`config.mk`:
```
export PLATFORM = sky130hd
export DESIGN_NAME = bbmf_front
export DESIGN_NICKNAME = d
export VERILOG_FILES = /design/src/sv/black_border_mean_fill_assert.svh /design/src/sv/bbmf_pkg.sv /design/src/sv/bbmf_front.sv
export SDC_FILE = /design/constraint.sdc
export NUM_CORES = 1
export LEC_CHECK = 0
export BUFFER_PORTS_ARGS = -buffer_cell sky130_fd_sc_hd__buf_2
export CAP_MARGIN = 10
export CORE_UTILIZATION = 50
export CTS_CLUSTER_SIZE = 24
export DETAILED_ROUTE_END_ITERATION = 12
export GPL_TIMING_DRIVEN = 0
export PLACE_DENSITY_LB_ADDON = 0.05
export SLEW_MARGIN = 20
export SYNTH_ARGS = -nofsm -noshare
export SYNTH_HDL_FRONTEND = slang
export SYNTH_SLANG_ARGS = --single-unit
export TNS_END_PERCENT = 100
```
`constraint.sdc`:
```
create_clock -name clk -period 1.9 [get_ports clk]
set_clock_uncertainty 0.15 [all_clocks]
set_input_delay 0.285 -clock clk [delete_from_list [all_inputs] [get_ports clk]]
set_output_delay 0.285 -clock clk [all_outputs]
set_load 0.05 [all_outputs]
```
`src/sv/black_border_mean_fill_assert.svh`:
```
// assertion macros for the border mean fill block
`ifndef BLACK_BORDER_MEAN_FILL_ASSERT_SVH
`define BLACK_BORDER_MEAN_FILL_ASSERT_SVH

// same-cycle implication, checked on clk outside reset
`define BBMF_ASSERT_NOW(lbl, pre, post, msg) \
  lbl: assert property (@(posedge clk) disable iff (!rst_n) (pre) |-> (post)) \
    else $error(msg);

// next-cycle implication, checked on clk outside reset
`define BBMF_ASSERT_NEXT(lbl, pre, post, msg) \
  lbl: assert property (@(posedge clk) disable iff (!rst_n) (pre) |=> (post)) \
    else $error(msg);

`endif

```
`src/sv/bbmf_pkg.sv`:
```
// shared types and constants of the border mean fill block
package bbmf_pkg;

  localparam int PIX_W      = 8;
  localparam int PIX_MAX    = 255;
  localparam int CFG_W      = 11;
  localparam int CFG_ADDR_W = 1;

  // configuration register indexes
  localparam logic [CFG_ADDR_W-1:0] REG_FRAME_WIDTH  = 1'b0;
  localparam logic [CFG_ADDR_W-1:0] REG_FRAME_HEIGHT = 1'b1;

  // request kinds
  typedef enum logic {
    OP_LOAD = 1'b0,
    OP_READ = 1'b1
  } op_t;

  // classified request held in the queue
  typedef struct packed {
    op_t              op;
    logic [PIX_W-1:0] pixel;
  } cmd_t;

  // divider control from the top level
  typedef struct packed {
    logic start;
    logic abort;
  } div_ctl_t;

endpackage

```
`src/sv/bbmf_front.sv`:
```
// front end: accepts requests, classifies them and queues them two deep
module bbmf_front
  import bbmf_pkg::*;
(
  input  logic             clk,
  input  logic             rst_n,
  input  logic             in_tvalid,
  output logic             in_tready,
  input  logic [PIX_W-1:0] in_tdata,   // [7:0] pixel_in
  input  logic [0:0]       in_tuser,   // [0] opcode
  output cmd_t             head,
  output logic             head_v,
  input  logic             pop
);

  cmd_t       q_r [2];
  logic       wr_ptr_r, wr_ptr_nxt;
  logic       rd_ptr_r, rd_ptr_nxt;
  logic [1:0] cnt_r, cnt_nxt;
  logic       push;
  cmd_t       cmd_in;

  // classify the incoming request; a read carries no pixel
  always_comb begin
    cmd_in.op    = op_t'(in_tuser[0]);
    cmd_in.pixel = (cmd_in.op == OP_READ) ? '0 : in_tdata;
  end

  assign in_tready = (cnt_r != 2'd2);
  assign push      = in_tvalid && in_tready;
  assign head_v    = (cnt_r != 2'd0);
  assign head      = q_r[rd_ptr_r];

  // pointer and fill count
  always_comb begin
    wr_ptr_nxt = push ? ~wr_ptr_r : wr_ptr_r;
    rd_ptr_nxt = pop  ? ~rd_ptr_r : rd_ptr_r;
    cnt_nxt    = cnt_r + 2'(push) - 2'(pop);
  end

  always_ff @(posedge clk) begin
    if (!rst_n) begin
      wr_ptr_r <= 1'b0;
      rd_ptr_r <= 1'b0;
      cnt_r    <= 2'd0;
    end else begin
      wr_ptr_r <= wr_ptr_nxt;
      rd_ptr_r <= rd_ptr_nxt;
      cnt_r    <= cnt_nxt;
    end
  end

  // queue storage
  always_ff @(posedge clk) begin
    if (push) begin
      q_r[wr_ptr_r] <= cmd_in;
    end
  end

endmodule

```
==> metrics.cfg <==
[cells_and_area]
area_growth_pct = 18.57
finalNetCount = 106
multiInputGateArea_um2 = 312.8
fill_cells = 154
seq_area_um2 = 640.6
layout_common_cells = 23 x buf_2, 18 x edfxtp_1, 9 x mux2_2, 8 x nor2b_1, 5 x dfxtp_1
antenna-diode-count = 0
final_core_util = 0.6475
layout-drive-gt1-share = 0.4505
final_common_cell = buf_2

[worst_setup_path]
worstRegToRegCells = 7
crit_fanout = 9
r2r_start = cnt_r[0]
cp.required_ns = 1.46
rr_endpoint = cnt_r[1]
endpoint_kind = primary output
reg2reg_slack_ns = 0.19
cp.arrival_ns = 1.38
max_stage_delay_ns = 0.35
slowest_stage = mux2_2
crit_buf_inv = 2
start_kind = flop
critPathKind = flop to primary output
crit_family = buffers and inverters
crit_chain = clkbuf_4 -> mux2_2 -> buf_2

[hold_path]
worstHoldPathCells = 2
hold_class = input port to flop
min_from = rst_n
min_to = cnt_r[1]

[synth]
syn-num-nets = 78
ys_ff_latch = 23
yosys.cell_types.count = 23
async_flop_share = 0
ys.warnings.count = 0
avgSynthCellArea_um2 = 15.05
syn_area_um2 = 963.4
yosysSeqAreaShare = 0.6649
yosys_most_used_dff = edfxtp_1
synth_edf_count = 18
synthCells = 64

[timing]
slew_headroom = 0.7084
setup_viol = 0
max_freq_mhz = 549.7
hold_viol = 0
post-route-period-util = 0.9575
worstMarginPinSlew_ns = 0.4374
drv_slew = 0
rsz0062_at_grt = no
layout_min_cycle_time_ns = 1.819
tns_ns = 0

[power_and_ir_drop]
finalPower_mw = 1.152
leakage_nw = 0.4635
powerDensity_nw_per_um2 = 1009
vdd_drop_max_mv = 0.6670

[placement]
place.detailed.hpwl_mm = 1.015
gp_congestion = 0.6305
port_buffers = 23

[clocking]
post_cts_buffers = 0
cts_tree = done
cts_sinks = 23
hold_buffers = 0
htreeDepth = 1
path_clk_slew_ns = 0.12
clk_path_buf_depth = 2
root_buffer = clkbuf_4
numCtsBuffers = 3
clk_latency_ns = 0.30

[detailed_routing]
wl_per_cell_um = 12.95
vias = 589
vias_per_cell = 5.078
drt_wl_total_mm = 1.502
dr.pass1.iters = 4
drt_iter0_markers = 10
postRouteAntennaNets = 0
drc = 0

[die]
core_area_um2 = 1764
row_count = 15
dieArea_um2 = 2106
dieWidth_um = 45.90
pin_count = 24
die_height_um = 45.90
start_util = 0.5461

[grt]
grt_pass1_vias = 565
grt_max_degree = 14
grt_pass1_wl_mm = 2.311
antenna_found_initial = 0
track_usage = 0.1686
grt_overflow_total = 0

[run_status]
status = complete, no violations

[run]
maxCapViolations = 0

-- Yosys cell counts, types with 2 or more instances --
cell type	number	area [µm²]
edfxtp_1	18	540.5
mux2_2	9	101.4
nor2b_1	8	50.05
dfxtp_1	5	100.1
and2_1	3	18.77
inv_1	2	7.510
nand2_1	2	7.510
nand3b_1	2	15.01
-- sequential cells by signal (all words and copies together) (netlist names), named ones only --
name / count
cnt_r: 2
wr_ptr_r: 1
q_r: 18
rd_ptr_r: 1
-- worst max-delay path by stage --
stage	startpoint	endpoint	slack, ns	depth (start not counted)
after global placement	cnt_r[0]	cnt_r[1]	0.28	7
after global routing	flop	head[7]	0.02	3
after CTS	flop	head[8]	0.02	3
after detailed placement	cnt_r[0]	cnt_r[1]	0.23	7
final	flop	head[8]	0.08	3
after floorplan	cnt_r[0]	cnt_r[1]	0.13	7
-- per-stage QoR --
stage          setup WS, ns  instances  cell area [µm²]  hold WS, ns
3_3_place_gp         0.2784        112             1112       0.3823
4_1_cts             0.02465        116             1140       0.1436
3_5_place_dp         0.2321        112             1112       0.4172
2_1_floorplan        0.1318         64            965.9       0.2339
5_1_grt             0.01890        116             1142       0.1352
6_report            0.08078        116             1142       0.1374
-- report_power, final --
group | leakage, nW | switching [mW] | total (mW) | internal [mW]
sequential | 0.213 | 0.0231 | 0.621 | 0.598
clock | 0.0177 | 0.136 | 0.214 | 0.0784
combinational | 0.233 | 0.216 | 0.317 | 0.101
total | 0.464 | 0.374 | 1.15 | 0.778
-- worst reg2reg max path: stages (launching register included) --
cell and delay [ns]:
dfxtp_1 0.42, nand2b_2 0.19, nand2_1 0.07, xnor2_1 0.14, ha_1 0.23, nand3b_1 0.13, mux2i_1 0.07, a211o_1 0.22
-- metal layers --
metal  global-route usage  vias to the layer above  share of wire
li1                     -                      286              -
met4               0.1059                        0          0.014
met2               0.2901                       21           0.53
met3              0.03968                        2          0.045
met1               0.1839                      280           0.41
met5                    0                        -              0
-- what timing repair did --
| action | in CTS | in global routing |
|---|---|---|
| setup endpoints to repair | 0 | 9 |
| resized for setup | 0 | 1 |
| hold endpoints to repair | 0 | 0 |
-- cells by family after synthesis --
family,Yosys count,share of synthesized area
AO/OA/AOI/OAI,5,0.04676
AND/OR/NAND/NOR,20,0.1286
adder cells (fa/ha/maj),1,0.01298
buffers and inverters,3,0.01298
multiplexers,10,0.1156
XOR/XNOR,2,0.01819
flip-flops,23,0.6649
-- layout make-up --
| class | count | area share |
|---|---|---|
| Sequential cell | 23 | 0.5608 |
| Multi-Input combinational cell | 38 | 0.2738 |
| Timing Repair Buffer | 23 | 0.1008 |
| Tap cell | 25 | 0.02738 |
| Clock buffer | 3 | 0.01972 |
| Buffer | 1 | 0.006572 |
| Inverter | 2 | 0.006572 |
| Clock inverter | 1 | 0.004381 |
(Power assumes the default switching activity.)
