--- src/sv/black_border_mean_fill_assert.svh ---
// assertion macros for the border mean fill block
`ifndef BLACK_BORDER_MEAN_FILL_ASSERT_SVH
`define BLACK_BORDER_MEAN_FILL_ASSERT_SVH

// same-cycle implication, checked on clk outside reset
`define BBMF_ASSERT_NOW(lbl, pre, post, msg) \
  lbl: assert property (@(posedge clk) disable iff (!rst_n) (pre) |-> (post)) \
    else $error(msg);

// next-cycle implication, checked on clk outside reset
`define BBMF_ASSERT_NEXT(lbl, pre, post, msg) \
  lbl: assert property (@(posedge clk) disable iff (!rst_n) (pre) |=> (post)) \
    else $error(msg);

`endif

--- src/sv/bbmf_pkg.sv ---
// shared types and constants of the border mean fill block
package bbmf_pkg;

  localparam int PIX_W      = 8;
  localparam int PIX_MAX    = 255;
  localparam int CFG_W      = 11;
  localparam int CFG_ADDR_W = 1;

  // configuration register indexes
  localparam logic [CFG_ADDR_W-1:0] REG_FRAME_WIDTH  = 1'b0;
  localparam logic [CFG_ADDR_W-1:0] REG_FRAME_HEIGHT = 1'b1;

  // request kinds
  typedef enum logic {
    OP_LOAD = 1'b0,
    OP_READ = 1'b1
  } op_t;

  // classified request held in the queue
  typedef struct packed {
    op_t              op;
    logic [PIX_W-1:0] pixel;
  } cmd_t;

  // divider control from the top level
  typedef struct packed {
    logic start;
    logic abort;
  } div_ctl_t;

endpackage

--- src/sv/bbmf_div.sv ---
// mean unit: restoring divider, one quotient bit per cycle, then rounding
module bbmf_div
  import bbmf_pkg::*;
#(
  parameter int SUM_W = 28,
  parameter int CNT_W = 21
)
(
  input  logic             clk,
  input  logic             rst_n,
  input  div_ctl_t         ctl,
  input  logic [SUM_W-1:0] sum,
  input  logic [CNT_W-1:0] cnt,
  output logic             busy,
  output logic [PIX_W-1:0] mean
);

  localparam int STEP_W = (SUM_W > 1) ? $clog2(SUM_W) : 1;

  typedef enum logic [2:0] {
    DIV_IDLE  = 3'b001,
    DIV_RUN   = 3'b010,
    DIV_ROUND = 3'b100
  } div_state_t;

  div_state_t        state_r, state_nxt;
  logic [SUM_W-1:0]  quo_r, quo_nxt;
  logic [CNT_W:0]    rem_r, rem_nxt;
  logic [CNT_W-1:0]  den_r;
  logic [STEP_W-1:0] step_r, step_nxt;
  logic [PIX_W-1:0]  mean_r, mean_nxt;
  logic [CNT_W:0]    rem_sh;
  logic              ge;
  logic [CNT_W:0]    rem_dbl;
  logic              up;
  logic [SUM_W:0]    q_inc;

  // one restoring step
  always_comb begin
    rem_sh = {rem_r[CNT_W-1:0], quo_r[SUM_W-1]};
    ge     = (rem_sh >= {1'b0, den_r});
  end

  // round to nearest, ties to even, saturate at the pixel maximum
  always_comb begin
    rem_dbl = {rem_r[CNT_W-1:0], 1'b0};
    up      = (rem_dbl > {1'b0, den_r}) || ((rem_dbl == {1'b0, den_r}) && quo_r[0]);
    q_inc   = {1'b0, quo_r} + (SUM_W+1)'(up);
  end

  always_comb begin
    state_nxt = state_r;
    quo_nxt   = quo_r;
    rem_nxt   = rem_r;
    step_nxt  = step_r;
    mean_nxt  = mean_r;
    unique case (state_r)
      DIV_IDLE: begin
        if (ctl.start) begin
          quo_nxt   = sum;
          rem_nxt   = '0;
          step_nxt  = '0;
          state_nxt = DIV_RUN;
        end
      end
      DIV_RUN: begin
        quo_nxt  = {quo_r[SUM_W-2:0], ge};
        rem_nxt  = ge ? (rem_sh - {1'b0, den_r}) : rem_sh;
        step_nxt = step_r + 1'b1;
        if (step_r == STEP_W'(SUM_W - 1)) begin
          state_nxt = DIV_ROUND;
        end
      end
      DIV_ROUND: begin
        if (den_r == '0) begin
          mean_nxt = '0;
        end else if (q_inc > (SUM_W+1)'(PIX_MAX)) begin
          mean_nxt = PIX_W'(PIX_MAX);
        end else begin
          mean_nxt = q_inc[PIX_W-1:0];
        end
        state_nxt = DIV_IDLE;
      end
      default: state_nxt = DIV_IDLE;
    endcase
    if (ctl.abort) begin
      state_nxt = DIV_IDLE;
      mean_nxt  = mean_r;
    end
  end

  always_ff @(posedge clk) begin
    if (!rst_n) begin
      state_r <= DIV_IDLE;
      mean_r  <= '0;
    end else begin
      state_r <= state_nxt;
      mean_r  <= mean_nxt;
    end
  end

  // datapath registers
  always_ff @(posedge clk) begin
    quo_r  <= quo_nxt;
    rem_r  <= rem_nxt;
    step_r <= step_nxt;
    if (state_r == DIV_IDLE && ctl.start) begin
      den_r <= cnt;
    end
  end

  assign busy = (state_r != DIV_IDLE);
  assign mean = mean_r;

endmodule

--- config.mk ---
export PLATFORM = sky130hd
export DESIGN_NAME = bbmf_div
export DESIGN_NICKNAME = d
export VERILOG_FILES = /design/src/sv/black_border_mean_fill_assert.svh /design/src/sv/bbmf_pkg.sv /design/src/sv/bbmf_div.sv
export SDC_FILE = /design/constraint.sdc
export NUM_CORES = 1
export LEC_CHECK = 0
export BUFFER_PORTS_ARGS = -buffer_cell sky130_fd_sc_hd__buf_2
export CORE_MARGIN = 2
export CORE_UTILIZATION = 59
export CTS_CLUSTER_SIZE = 16
export DETAILED_ROUTE_END_ITERATION = 8
export PLACE_DENSITY = 0.81
export SYNTH_ARGS = -nofsm -noshare
export SYNTH_HDL_FRONTEND = slang
export SYNTH_SLANG_ARGS = --single-unit
export TNS_END_PERCENT = 30
--- constraint.sdc ---
create_clock -name clk -period 4.4 [get_ports clk]
set_input_delay 0 -clock clk [delete_from_list [all_inputs] [get_ports clk]]
set_output_delay 0 -clock clk [all_outputs]
set_load 0.01 [all_outputs]
==> results of run 1 <==
## synth_stat cells (2+ instances only)
library cell	n
xnor2_1	11
nor2b_1	4
clkbuf_1	11
o211a_1	2
a31oi_1	6
a21oi_1	25
mux2i_1	13
or2_2	5
inv_1	29
nand2b_1	4
edfxtp_1	75
or3_1	6
o211ai_1	4
and2_1	6
o22ai_1	2
nand3b_1	2
o21a_1	7
ha_1	24
xor2_1	12
and4_4	2
nor4_1	8
nand4_1	10
o32ai_1	2
nor3_1	10
o21ai_0	19
nand3_1	17
a211o_1	2
nor2_1	40
o21ai_1	8
nand4b_1	2
dfxtp_1	11
a211oi_1	6
nand2_1	103
buf_2	2
a21o_1	14
and3_1	2
## layer usage
metal	vias to the layer above	wire [microns]	part of all wire, %	GRT usage (%)
met5	-	0	0	0
met4	0	306	2.4	10.2
met3	28	857	6.7	4.12
li1	2138	-	-	-
met1	2139	5650	44	38.2
met2	198	5950	47	43.2
## area by class of cell
class                   instances  share of cell area [%]
multi-input cells             398                    40.5
flip-flops and latches         86                    39.1
repair buffers                118                    13.5
well taps                     105                    2.08
clock buffers                   9                    1.96
inverters                      29                    1.72
clock inverters                 7                    1.11
## registers in the layout, summed over array words and instances, names as in the netlist
| signal | cells |
|---|---|
| den_r | 21 |
| mean | 8 |
| quo_r | 28 |
| rem_r | 21 |
| state_r | 3 |
| step_r | 5 |
## final timing paths
check / from / to / slack (ps) / depth (start not counted)
setup / recovery: rem_r[7] / mean[7] / 230 / 17
hold / removal: rst_n / state_r[1] / 20 / 3
setup reg to reg: rem_r[7] / mean[7] / 230 / 17
hold reg to reg: mean[1] / mean[1] / 460 / 2
## power groups by stage
stage | clock network [mW] | registers (mW) | logic (mW)
detailed placement | 0 | 0.997 | 0.325
floorplan | 0 | 0.987 | 0.241
global placement | 0 | 0.995 | 0.316
global route | 0.599 | 0.988 | 0.427
finish | 0.566 | 0.982 | 0.387
CTS | 0.564 | 0.979 | 0.362
## through the flow
step | area, sq um | util (%)
after floorplan | 5100 | -
after global placement | 5530 | 66.6
after global routing | 6330 | 76.2
after CTS | 6210 | 74.9
final | 6330 | 76.2
after detailed placement | 5530 | 66.6
## cells by family (layout without fill, tap and decap cells)
kind of cell	Yosys count	count (layout)	synth area share, %
multiplexers	14	14	2.77
buffers and inverters	43	163	3.36
flip-flops	86	86	48.5
AND/OR/NAND/NOR	230	230	21.8
AO/OA/AOI/OAI	106	106	13.3
adder cells (fa/ha/maj)	25	25	6.28
XOR/XNOR	23	23	3.95
## timing repair
item / in CTS / in global routing
buffers inserted: 0 / 3
gates resized for setup: 0 / 15
endpoints found under the setup margin: 0 / 8
endpoints found under the hold margin: 49 / 0
hold buffers: 49 / 0
## worst register-to-register path, cell delays in order (launching register included)
cell and delay, ps:
edfxtp_1 450, ha_4 320, and2_1 140, nand3_1 130, nor4_2 330, o21ai_0 160, a32oi_2 210, ha_2 220
ha_1 210, and4_4 280, nand4_4 130, a2111o_1 420, a211oi_2 220, o22ai_1 150, nor4_4 220, buf_4 190
a21oi_1 100, a21o_1 180
==> summary.txt, run 1 <==
Run status
  • Status: completed

Critical path
  • Critical-path maximum fanout: 8
  • Nature of the critical path endpoint: flip-flop
  • Crit path arrival time: 4430 ps
  • CP required: 4660 ps
  • Cells along the critical path: ha_4, and2_1, nand3_1, nor4_2, o21ai_0, a32oi_2, ha_2, ha_1, and4_4, nand4_4, a2111o_1, a211oi_2, o22ai_1, nor4_4, buf_4, a21oi_1, a21o_1
  • CP peak stage delay: 450 ps
  • CP Class: reg2reg
  • Critical path's slowest cell: edfxtp_1
  • Delay-heaviest family, CP: compound AO/OA/AOI/OAI gates
  • Buffers plus inverters on the worst setup path: 1
  • Worst Setup Start Kind: flip-flop

Timing
  • Fin Setup TNS: 0 ps
  • Setup-failing EPs final: 0
  • Tmin final: 4170 ps
  • Final Slew Violations: 0
  • Period utilization: 94.7%
  • Final hold vios: 0
  • Rel. slew slack: 26.2%
  • Clock skew: 20.9 ps
  • Worst slew pin tran: 1110 ps
  • FMAX: 240 MHz
  • Setup ws final: 232 ps
  • Hold WS: 16.6 ps

Power and ir drop
  • Reg power frac: 50.8%
  • Peak supply drop: 0.000205 V
  • Clock Power Share: 29.2%
  • Power per cell area: 306 nW/um^2
  • Pleak: 2.68 nW
  • Comb pwr share: 20.0%
  • Switching power: 0.551 mW
  • Internal Power: 1.38 mW
  • Overall power: 1.94 mW
  • Sw Share: 28.5%

Logic synthesis
  • Mean Syn Cell Area: 9.68 sq um
  • Synth cell types: 57
  • Share of the synthesized area in the top cell type: 44.2%
  • Synth top area cells: edfxtp_1 44%, nand2_1 7.6%, ha_1 5.9%
  • Mapped Area: 5100 sq um
  • Top FF cell, synth: edfxtp_1
  • Asr flop ratio synth: 0%
  • Yosys warning count: 0
  • Most area-hungry cell type in the Yosys netlist: edfxtp_1
  • Post-synth EDFFs: 75
  • Syn_nets: 605
  • FF+latch count, synth: 86
  • Mapped Cells: 527
  • Sequential area share after synthesis: 48.5%

Layout
  • Most frequent cells in the layout: 103 x nand2_1, 75 x edfxtp_1, 61 x buf_2
  • Layout cell share with drive strength beyond 1: 17.3%
  • FF/Latch Area: 2470 sq um
  • P&R area growth vs syn: 24.1%
  • Non-Filler Instances: 752
  • Most common cell after layout, fill and taps aside: nand2_1
  • # fillers: 555
  • Area of the multi-input gates: 2560 sq um
  • Antenna Cells: 0
  • Nets: 720

Floorplan
  • Num ports: 62
  • Die Span Y: 97.0 microns
  • Die width: 97.0 microns
  • Initial Utilization: 61.5%
  • Die ar.: 9400 sq um
  • Core area: 8300 sq um
  • Row cnt: 33

GRT
  • Largest net degree at the start of global routing: 55
  • Grt ovf: 0
  • Initial antenna violation count: 0
  • First-pass GRT wire length: 20800 microns
  • GRT Util Overall: 27.3%
  • Vias in the first global route: 4366

CTS
  • TritonCTS clock tree: built
  • Root Buffer: clkbuf_8
  • Clock net sink count: 86
  • TritonCTS Buffers: 9
  • Worst-Skew Late Latency: 370 ps
  • Clock-pin slew on the worst setup and hold paths: 100 ps
  • Maximum root-to-sink buffer count: 2
  • H-tree depth: 3

Run
  • Maxcap violations: 0

Placement
  • Post-DP HPWL: 8350 microns
  • Dpl ws: 81.1 ps
  • Placed insts: 684
  • Routability cong.: 0.961
  • PortBufs: 61

Routing
  • Via count: 4503
  • Via density: 5.99
  • Drt total wl: 12800 microns
  • Routed wire length per instance: 17.0 microns
  • Total DRC errors in the routed layout: 0
  • Routed Antenna Nets: 0
  • First-iteration detailed-routing DRC count: 363
  • TritonRoute pass-1 iters: 5

Worst hold path
  • Worst Hold Class: in2reg
Note: power is estimated with default switching activity, not from simulation.
==> run 2: changes to the inputs <==
- GPL_TIMING_DRIVEN: not set -> 0
- PLACE_DENSITY: 0.81 -> 0.78
==> run 2 against run 1 <==
Sequential share of layout area fell by 0.99 points. Die area did not move. Hold slack improved by 46 ps. Sequential cell count unchanged. Design area increased by 2.6%. Count of clock-buffer cells in the layout rose by 4. Worst setup slack worse by 27 ps. Utilization is 2.0 points higher. Critical path depth fell by 1. First-iteration DRC count decreased by 3.9%. Critical endpoint is now mean[6]. Highest routed layer unchanged.
==> summary.txt, run 2 (synthesis gave the netlist of run 1 again) <==
Routing
  • Via count: 4569
  • TritonRoute pass-1 iters: 5
  • Drt total wl: 13800 microns
  • Via density: 5.96
  • Total DRC errors in the routed layout: 0
  • Routed wire length per instance: 18.0 microns
  • First-iteration detailed-routing DRC count: 349
  • Routed Antenna Nets: 0

Critical path
  • Worst Setup Start Kind: flip-flop
  • Critical path startpoint: rem_r[14]
  • Cells along the critical path: ha_4, nand4_1, nor4_4, o21ai_1, a32oi_2, ha_2, and4_4, buf_6, nand4_1, o31a_1, nor4_1, nor2_1, nor4_4, buf_6, a21oi_1, a21o_1
  • Crit path arrival time: 4450 ps
  • Delay-heaviest family, CP: simple AND/OR/NAND/NOR gates
  • CP peak stage delay: 450 ps
  • Reg2reg end: mean[6]
  • CP Class: reg2reg
  • CP required: 4660 ps
  • Critical path's slowest cell: edfxtp_1
  • Critical R2R Launch: rem_r[14]
  • Nature of the critical path endpoint: flip-flop
  • Worst-case register-to-register setup slack: 210 ps
  • Reg2Reg Depth: 16
  • Buffers plus inverters on the worst setup path: 2
  • Critical-path maximum fanout: 8

CTS
  • Worst-Skew Late Latency: 360 ps
  • H-tree depth: 3
  • Root Buffer: clkbuf_8
  • Maximum root-to-sink buffer count: 2
  • TritonCTS clock tree: built
  • TritonCTS Buffers: 9
  • Clock net sink count: 86
  • Clock-pin slew on the worst setup and hold paths: 90 ps

Power and ir drop
  • Comb pwr share: 21.7%
  • Pleak: 2.72 nW
  • Internal Power: 1.37 mW
  • Switching power: 0.551 mW
  • Power per cell area: 296 nW/um^2
  • Reg power frac: 51.1%
  • Sw Share: 28.6%
  • Clock Power Share: 27.2%
  • Peak supply drop: 0.000203 V

Timing
  • Final hold vios: 0
  • Period utilization: 95.3%
  • Setup-failing EPs final: 0
  • Hold WS: 62.5 ps
  • Unrepaired setup endpoints after global routing: false
  • Rel. slew slack: 51.8%
  • FMAX: 238 MHz
  • Tmin final: 4190 ps
  • Clock skew: 12.3 ps
  • Worst slew pin tran: 722 ps
  • Final Slew Violations: 0
  • Setup ws final: 205 ps

GRT
  • First-pass GRT wire length: 21800 microns
  • Largest net degree at the start of global routing: 25
  • GRT Util Overall: 29.1%
  • Vias in the first global route: 4421
  • Initial antenna violation count: 0
  • Grt ovf: 0

Placement
  • PortBufs: 61
  • Post-DP HPWL: 9170 microns
  • Routability cong.: 0.914
  • Post-DP Area: 5620 sq um
  • Dpl ws: -179 ps
  • Placed insts: 696

Worst hold path
  • Hold path start: rst_n
  • Hold Path Sink: state_r[1]
  • Hold depth: 3
  • Worst Hold Class: in2reg

Floorplan
  • Die width: 97.0 microns
  • Core area: 8300 sq um
  • Die ar.: 9400 sq um
  • Row cnt: 33
  • Num ports: 62
  • Die Span Y: 97.0 microns
  • Initial Utilization: 61.5%

Layout
  • Most frequent cells in the layout: 103 x nand2_1, 75 x edfxtp_1, 63 x buf_2
  • Biggest registers after layout: quo_r x28, den_r x21, rem_r x21
  • Max reg flops: 28
  • # fillers: 547
  • Largest register by flop count: quo_r
  • Non-Filler Instances: 767
  • Most common cell after layout, fill and taps aside: nand2_1
  • P&R area growth vs syn: 27.3%
  • Nets: 735
  • Final core occ: 78.2%
  • Finished Cell Area: 6490 sq um
  • Antenna Cells: 0
  • Layout cell share with drive strength beyond 1: 18.3%

Run
  • Maxcap violations: 0

Run status
  • Status: completed
## run 2: cell types whose count changed in the layout (fill, tap and decap cells not counted), moves of 3 or more
cell      change
buf_4         -3
ha_1          -5
clkbuf_1     +13
ha_4          +3
## run 2: routing by layer
metal,wire length [microns],vias up,share of wire [%],GRT usage [%]
li1,-,2175,-,-
met1,6190,2171,45,41.3
met2,6550,195,47,45.9
met3,850,28,6.1,5.42
met4,252,0,1.8,8.34
met5,0,-,0,0
## run 2: through the flow
step,power (mW),setup TNS (ps)
after floorplan,1.23,0
after global placement,1.31,-26610
after detailed placement,1.34,-1180
after CTS,1.89,0
after global routing,2.00,0
final,1.92,0
## run 2: final cells by class
class	count	area [sq um]	area share (%)
Clock buffer	13	159	2.45
Buffer	14	62.6	0.964
Multi-Input combinational cell	398	2620	40.4
Clock inverter	3	20.0	0.308
Inverter	29	109	1.68
Timing Repair Buffer	119	915	14.1
Tap cell	105	131	2.02
Sequential cell	86	2470	38.1
## run 2: worst reg2reg max path, delay by kind of cell, from the launching register on
family                   cells  cell delay (ps)
flip-flops                   1              450
adder cells (fa/ha/maj)      2              570
AO/OA/AOI/OAI                5              940
AND/OR/NAND/NOR              7             1830
buffers and inverters        2              280
## run 2: timing repair
action                                  CTS  global route
gates resized for setup                   2            28
hold buffers                             49             0
pin swaps                                 1             7
hold endpoints to repair                 49             0
setup buffers                             1             5
endpoints found under the setup margin    8             8
## run 2: power groups by stage
| stage | combinational [mW] | sequential [mW] | clock (mW) |
|---|---|---|---|
| floorplan | 0.241 | 0.987 | 0 |
| global placement | 0.314 | 1.00 | 0 |
| detailed placement | 0.341 | 0.996 | 0 |
| CTS | 0.380 | 0.978 | 0.528 |
| global route | 0.454 | 0.988 | 0.562 |
| finish | 0.417 | 0.982 | 0.524 |
## run 2: worst max path at each step
stage	end	slack, ps	cells after the start
6_report	mean[6]	210	16
4_1_cts	mean[6]	5	19
3_5_place_dp	mean[5]	-180	16
2_1_floorplan	mean[6]	420	18
5_1_grt	mean[0]	30	16
3_3_place_gp	rem_r[6]	-480	2
